File: src/rtl/spike_trace_linear_readout_top_assert.svh
// assertion macros for the spike trace readout block
// used by the controller; no dependencies
`ifndef SPIKE_TRACE_LINEAR_READOUT_TOP_ASSERT_SVH
`define SPIKE_TRACE_LINEAR_READOUT_TOP_ASSERT_SVH

`ifndef SYNTHESIS
`define STLR_ASSERT(lbl, prop) \
    lbl: assert property (@(posedge i_clk) disable iff (!i_rst_n) prop) \
        else $error("stlr assertion failed");
`define STLR_ASSERT_RST(lbl, prop) \
    lbl: assert property (@(posedge i_clk) prop) \
        else $error("stlr reset assertion failed");
`else
`define STLR_ASSERT(lbl, prop)
`define STLR_ASSERT_RST(lbl, prop)
`endif

`endif

File: src/rtl/stlr_pkg.sv
// shared types and constants for the spike trace readout block
// no dependencies
package stlr_pkg;

    localparam int IDX_W   = 6;
    localparam int CLR_W   = 12;
    localparam int TRACE_W = 24;
    localparam int WGT_W   = 16;
    localparam int SUM_W   = 48;
    localparam int CFG_W   = 24;

    localparam logic [15:0]      DECAY_RESET = 16'd63380;
    localparam logic [CFG_W-1:0] INC_RESET   = 24'd65536;
    localparam logic [TRACE_W-1:0] TRACE_MAX = 24'hFFFFFF;

    typedef enum logic [1:0] {
        OP_SPIKE  = 2'd0,
        OP_TICK   = 2'd1,
        OP_READ   = 2'd2,
        OP_WWRITE = 2'd3
    } t_op;

    typedef enum logic [1:0] {
        CFG_DECAY = 2'd0,
        CFG_INC   = 2'd1
    } t_cfg;

    typedef enum logic [1:0] {
        M_SPIKE = 2'd0,
        M_TICK  = 2'd1,
        M_READ  = 2'd2
    } t_mode;

    typedef enum logic [2:0] {
        S_CLEAR,
        S_IDLE,
        S_SPIKE,
        S_TICK,
        S_SWEEP,
        S_DRAIN,
        S_EMIT
    } t_state;

    typedef struct packed {
        logic             latch;
        logic             wwrite;
        logic             clr_we;
        logic [CLR_W-1:0] clr_addr;
        logic             tr_rd;
        logic             wt_rd;
        t_mode            mode;
        logic [IDX_W-1:0] idx;
        logic [IDX_W-1:0] ch;
        logic             emit;
        logic             emit_last;
    } t_cmd;

    typedef struct packed {
        logic out_free;
    } t_sts;

endpackage

File: src/rtl/stlr_ctrl.sv
// sequencer for the spike trace readout block
// depends on stlr_pkg and spike_trace_linear_readout_top_assert.svh
`include "spike_trace_linear_readout_top_assert.svh"

module stlr_ctrl #(
    parameter int NUM_INPUTS   = 64,
    parameter int NUM_CHANNELS = 4
) (
    input  logic          i_clk,
    input  logic          i_rst_n,
    input  logic          i_in_valid,
    input  logic [1:0]    i_op,
    output logic          o_in_stall,
    input  stlr_pkg::t_sts i_sts,
    output stlr_pkg::t_cmd o_cmd
);

    localparam int NI_W = (NUM_INPUTS > 1) ? $clog2(NUM_INPUTS) : 1;
    localparam int NC_W = (NUM_CHANNELS > 1) ? $clog2(NUM_CHANNELS) : 1;
    localparam int AW   = NI_W + NC_W;
    localparam logic [NI_W-1:0] LAST_IDX = NI_W'(NUM_INPUTS - 1);
    localparam logic [NC_W-1:0] LAST_CH  = NC_W'(NUM_CHANNELS - 1);

    stlr_pkg::t_state r_state, n_state;
    logic [AW-1:0]    r_clr;
    logic [NI_W-1:0]  r_idx;
    logic [NC_W-1:0]  r_ch;
    logic             r_drain;
    logic             w_accept;

    assign o_in_stall = (r_state != stlr_pkg::S_IDLE);
    assign w_accept   = i_in_valid && !o_in_stall;

    always_comb begin
        n_state = r_state;
        case (r_state)
            stlr_pkg::S_CLEAR: begin
                if (r_clr == '1) n_state = stlr_pkg::S_IDLE;
            end
            stlr_pkg::S_IDLE: begin
                if (w_accept) begin
                    case (i_op)
                        stlr_pkg::OP_SPIKE: n_state = stlr_pkg::S_SPIKE;
                        stlr_pkg::OP_TICK:  n_state = stlr_pkg::S_TICK;
                        stlr_pkg::OP_READ:  n_state = stlr_pkg::S_SWEEP;
                        default:            n_state = stlr_pkg::S_IDLE;
                    endcase
                end
            end
            stlr_pkg::S_SPIKE: n_state = stlr_pkg::S_IDLE;
            stlr_pkg::S_TICK: begin
                if (r_idx == LAST_IDX) n_state = stlr_pkg::S_IDLE;
            end
            stlr_pkg::S_SWEEP: begin
                if (r_idx == LAST_IDX) n_state = stlr_pkg::S_DRAIN;
            end
            stlr_pkg::S_DRAIN: begin
                if (r_drain) n_state = stlr_pkg::S_EMIT;
            end
            stlr_pkg::S_EMIT: begin
                if (i_sts.out_free) begin
                    n_state = (r_ch == LAST_CH) ? stlr_pkg::S_IDLE : stlr_pkg::S_SWEEP;
                end
            end
            default: n_state = stlr_pkg::S_IDLE;
        endcase
    end

    always_comb begin
        o_cmd          = '0;
        o_cmd.mode     = stlr_pkg::M_SPIKE;
        o_cmd.latch    = w_accept;
        o_cmd.wwrite   = w_accept && (i_op == stlr_pkg::OP_WWRITE);
        o_cmd.clr_addr = stlr_pkg::CLR_W'(r_clr);
        o_cmd.idx      = stlr_pkg::IDX_W'(r_idx);
        o_cmd.ch       = stlr_pkg::IDX_W'(r_ch);
        case (r_state)
            stlr_pkg::S_CLEAR: o_cmd.clr_we = 1'b1;
            stlr_pkg::S_SPIKE: begin
                o_cmd.tr_rd = 1'b1;
                o_cmd.mode  = stlr_pkg::M_SPIKE;
            end
            stlr_pkg::S_TICK: begin
                o_cmd.tr_rd = 1'b1;
                o_cmd.mode  = stlr_pkg::M_TICK;
            end
            stlr_pkg::S_SWEEP: begin
                o_cmd.tr_rd = 1'b1;
                o_cmd.wt_rd = 1'b1;
                o_cmd.mode  = stlr_pkg::M_READ;
            end
            stlr_pkg::S_EMIT: begin
                o_cmd.mode      = stlr_pkg::M_READ;
                o_cmd.emit      = i_sts.out_free;
                o_cmd.emit_last = (r_ch == LAST_CH);
            end
            default: o_cmd.mode = stlr_pkg::M_SPIKE;
        endcase
    end

    always_ff @(posedge i_clk) begin
        if (!i_rst_n) begin
            r_state <= stlr_pkg::S_CLEAR;
            r_clr   <= '0;
            r_idx   <= '0;
            r_ch    <= '0;
            r_drain <= 1'b0;
        end else begin
            r_state <= n_state;
            case (r_state)
                stlr_pkg::S_CLEAR: r_clr <= r_clr + 1'b1;
                stlr_pkg::S_IDLE: begin
                    r_idx <= '0;
                    r_ch  <= '0;
                end
                stlr_pkg::S_TICK, stlr_pkg::S_SWEEP: begin
                    r_idx   <= (r_idx == LAST_IDX) ? '0 : r_idx + 1'b1;
                    r_drain <= 1'b0;
                end
                stlr_pkg::S_DRAIN: r_drain <= 1'b1;
                stlr_pkg::S_EMIT: begin
                    if (i_sts.out_free) begin
                        r_ch  <= r_ch + 1'b1;
                        r_idx <= '0;
                    end
                end
                default: r_drain <= 1'b0;
            endcase
        end
    end

    `STLR_ASSERT_RST(a_reset_clears, !i_rst_n |=> r_state == stlr_pkg::S_CLEAR)
    `STLR_ASSERT(a_spike_two_cycles, r_state == stlr_pkg::S_SPIKE |=> r_state == stlr_pkg::S_IDLE)
    `STLR_ASSERT(a_tick_starts_at_zero,
        w_accept && i_op == stlr_pkg::OP_TICK |=> r_state == stlr_pkg::S_TICK && r_idx == '0)
    `STLR_ASSERT(a_last_emit_ends_run,
        o_cmd.emit && o_cmd.emit_last |=> r_state == stlr_pkg::S_IDLE)

endmodule

File: config.mk
export PLATFORM = sky130hd
export DESIGN_NAME = stlr_ctrl
export DESIGN_NICKNAME = d
export VERILOG_FILES = /design/src/rtl/stlr_pkg.sv /design/src/rtl/stlr_ctrl.sv
export VERILOG_INCLUDE_DIRS = /design/src /design/src/rtl
export SDC_FILE = /design/constraint.sdc
export NUM_CORES = 1
export LEC_CHECK = 0
export BUFFER_PORTS_ARGS = -buffer_cell sky130_fd_sc_hd__buf_2
export CORE_MARGIN = 2
export CORE_UTILIZATION = 49
export DETAILED_ROUTE_END_ITERATION = 10
export PLACE_DENSITY = 0.78
export SYNTH_ARGS = -nofsm -noshare
export SYNTH_HDL_FRONTEND = slang
export SYNTH_SLANG_ARGS = --single-unit
File: constraint.sdc
create_clock -name i_clk -period 2.1 [get_ports i_clk]
set_input_delay 0.105 -clock i_clk [delete_from_list [all_inputs] [get_ports i_clk]]
set_output_delay 0.105 -clock i_clk [all_outputs]
set_load 0.05 [all_outputs]
---- Word-level counts from Yosys, hierarchy flattened ----
Cells that the tools add are included.
Widths: inputs -> output; s select.
cells by class
  add/subtract/negate cells ............... 3
  equality and inequality tests ........... 19
  mux-type cells .......................... 20
  reduce and logical (&&, ||, !) cells .... 14
operators by type and width
  kind                 number
  $mux 3               7
  $pmux 3 s6           1
  $pmux 6 s3           1
  $mux 6               2
  $ne 2x2->1 const B   6
  $eq 3x3->1 const B   3
  $pmux 3 s3           1
  $add 8x1->8 const B  1
  $eq 8x8->1 const B   1
  $pmux 2 s2           2
  $add 6x1->6 const B  1
  $eq 2x2->1 const B   3
  $eq 3x2->1 const B   2
  $eq 6x6->1 const B   1
  $reduce_and 6->1     1
  $reduce_or 3->1      2
  $mux 2               2
  $reduce_and 2->1     2
  $reduce_or 2->1      2
  $eq 3x1->1 const B   1
  $logic_not 3->1      1
  $mux 1               3
  $ne 3x1->1 const B   1
  $reduce_bool 3->1    1
  7 further kinds      8
word-level totals
  register bits after elaboration ......... 20
  output and inout port bits .............. 34
  word-level logic and storage cells ...... 61

---- Logic depth before layout (Yosys ltp) ----
  depth in word-level cells ............... 5
  depth in mapped cells ................... 7
  mapped depth without buffers ............ 6

---- Worst setup path before layout ----
No wires, ideal clock.
  path kind ............................... register to register
  start point ............................. register r_state[1]
  end point ............................... register r_state[0]
  data arrival time ....................... 1.751 ns
  data required time ...................... 1.967 ns
  path slack .............................. 0.216 ns
  stages on the path, launching flop included .. 7
  path through ............................ dfxtp_1 > buf_2 > nor3b_2 > o21ai_0 > nand3_1 > nor2_1 > mux2i_1
between the ends
  word-level cells in the longest chain between the ends .. 5
  elaborated cells on any way between the ends .. 17
ends and longest elaborated chain
  element                            line              RTL
  start, declared                    stlr_ctrl.sv:24   stlr_pkg::t_state r_state, n_state;
  start signal, assigned             stlr_ctrl.sv:103  r_state <= stlr_pkg::S_CLEAR;
  start signal, assigned             stlr_ctrl.sv:109  r_state <= n_state;
  $ne 3x1->1                         stlr_ctrl.sv:31   assign o_in_stall = (r_state != stlr_pkg::S_IDLE);
  $logic_not 1->1                    stlr_ctrl.sv:32   assign w_accept = i_in_valid && !o_in_stall;
  $logic_and 1x1->1                  stlr_ctrl.sv:32
  $ne 2x2->1 (no source line)        -
  $reduce_and 6->1 (no source line)  -
Several ways; a longest one is shown, not always the timed one.
A chain may end at the register's enable or synchronous reset.

==> impl_metrics.yaml <==
global_routing:
  grt_max_degree: 18
  antenna_found_initial: 0
  grt_pass1_wl_um: 3910
  grt_pass1_vias: 922
  grt_usage: 0.188
  grt_overflow: 0
final_layout:
  final_util: 0.596
  n_fill_cell: 214
  final_layout_size_suffix_gt1_frac: 0.235
  instances_no_fill: 198
  postLayoutCellArea_sq_mm: 0.00133
  area_growth_pct: 13.7
  multi_input_comb_area_sq_um: 682
  diodes: 0
  regArea_sq_um: 400
  final_nets: 182
synthesis:
  synth_seq_cells: 20
  synth-async-reset-ratio: 0
  netlist_area_sq_mm: 0.00117
  ys_warn_count: 0
  avgSynthCellArea_sq_um: 8.31
  synth_cells: 141
  yosysSeqAreaShare: 0.342
  synth_cell_type_count: 37
  yosys.area.top_type: "dfxtp_1"
  synthDominantCellAreaShare: 0.342
  synth.area.top_cells: "dfxtp_1 (34%), xnor2_1 (6.7%), nor2_1 (6.1%), buf_4 (5.8%), ha_1 (5.3%)"
  synth-main-ff-cell: "dfxtp_1"
  synth_edf_count: 0
sta:
  skew_ns: 0.00109
  fmaxAchievable_mhz: 520
  fin_crit_ns: 1.92
  period_share: 0.916
  tns_ns: 0
  whs_ns: 0.146
  finalSetupViolCount: 0
  slew_headroom: 0.640
  worst_pin_slew_ns: 0.539
  timing.final.hold_violations: 0
  rsz0062_at_grt: "no"
  worst_slack_ns: 0.177
  drv_slew: 0
floorplan:
  coreArea_sq_mm: 0.00223
  fp-row-count: 17
  chipWidth_um: 52.9
  ioPinCount: 40
  design.die.area_sq_mm: 0.00280
  fp.dieH_um: 52.9
  start_util: 0.524
power_and_ir_drop:
  p_leak_nw: 0.625
  internal_power_uw: 504
  power.total_uw: 683
  clkPwrFrac: 0.312
  swShare: 0.262
  power_per_cell_area_mw_per_mm2: 513
  seqPwrFrac: 0.570
  vdd_drop_max_v: 0.000479
  combPwrFrac: 0.118
  power_switching_uw: 179
detailed_routing:
  wirelength_um: 2430
  drt_iter0_markers: 24
  drc: 0
  dr_total_vias: 1027
  dr.pass1.iters: 4
  wl_per_cell_um: 12.3
  viasPerCell: 5.19
  postRouteAntennaNets: 0
critical_path:
  critPathKind: "reg -> out"
  path_max_fanout: 10
  cp_cell_sequence: "nor3b_1 -> inv_1 -> nor2_1 -> and3_1 -> buf_2"
  critPathSlowestCell: "dfxtp_1"
  ff2ff_setup_slack_ns: 0.25
  endpoint_kind: "primary output"
  cpPeakStageDelay_ns: 0.55
  worstPathArrival_ns: 1.82
  worstPathRequired_ns: 2.00
  crit_path_start_kind: "register"
cts:
  clock-sinks: 20
  clkTransAtPathRegs_ns: 0.10
  cts_resized: 0
  htreeDepth: 1
  clock-root-buffer: "clkbuf_4"
  clock_latency_ns: 0.29
  post_cts_buffers: 0
  cts_hold_buf: 0
  tritoncts: "yes"
  clockBufferDepth: 2
  cts_made_buffers: 3
place:
  dpl_cell_area_sq_mm: 0.00129
  pre_cts_ws_ns: 0.248
  portBuffers: 31
  dpl.hpwl_um: 1870
  placed_cells: 194
  gp_congestion: 0.786
status:
  outcome: "complete, no violations"
flow_run:
  maxCapViolations: 0
hold_path:
  hold_class: "in -> reg"
==> power groups by stage <==
stage                     Sequential [mW]  Clock, mW  Combinational (mW)
after floorplan                     0.414          0              0.0586
after global placement              0.398          0              0.0781
after detailed placement            0.398          0              0.0800
after CTS                           0.390      0.223              0.0809
after global routing                0.390      0.241              0.0856
final                               0.389      0.213              0.0806
==> kinds of logic after synthesis <==
group | Yosys count | share of synthesized area
AND/OR/NAND/NOR | 61 | 0.288
AO/OA/AOI/OAI | 21 | 0.107
flip-flops | 20 | 0.342
buffers and inverters | 19 | 0.0983
XOR/XNOR | 11 | 0.0823
adder cells (fa/ha/maj) | 5 | 0.0534
multiplexers | 3 | 0.0256
other | 1 | 0.00320
==> layout by cell type (no fill, tap or decap), types with 6 or more instances in the layout <==
cell type	instances
nand3_1	8
inv_1	6
conb_1	8
a21oi_1	6
dfxtp_1	20
xnor2_1	9
nor2_1	19
nand2_1	10
buf_2	31
o21ai_0	9
==> worst paths after layout <==
path | end | cells past startpoint | from
max | o_cmd[31] | 5 | r_state[0]
min | r_state[0] | 3 | i_rst_n
max reg2reg | r_idx[2] | 6 | r_state[0]
min reg2reg | r_ch[1] | 2 | r_ch[1]
==> worst max-delay path: cells and delay by family, from the launching register on <==
kind	cells	cell delay (ns)
simple gates	3	0.59
buf+inv	2	0.38
flops	1	0.55
==> layout make-up <==
type,instances,share of cell area
Timing Repair Buffer,31,0.117
Clock buffer,4,0.0273
Inverter,6,0.0169
Sequential cell,20,0.301
Tap cell,28,0.0263
Multi-Input combinational cell,109,0.512
==> metal layers <==
layer,vias to the layer above,GRT usage,routed length (um)
li1,525,-,-
met1,460,0.246,1120
met2,38,0.310,1110
met3,4,0.0254,158
met4,0,0.0769,38
met5,-,0,0
==> Yosys cell counts (2+ instances only) <==
master / number
a21oi_1: 6
and2_1: 2
and3_1: 5
and4bb_1: 2
buf_2: 2
buf_4: 9
dfxtp_1: 20
ha_1: 5
inv_1: 6
mux2i_1: 3
nand2_1: 10
nand2b_1: 2
nand3_1: 8
nand4_1: 2
nor2_1: 19
nor2b_1: 2
o21ai_0: 9
xnor2_1: 9
xor2_1: 2
==> flip-flops by register name (all words and copies together) (netlist names) <==
name,cells
r_clr,8
r_drain,1
r_ch,2
r_idx,6
r_state,3
(Power assumes the default switching activity.)
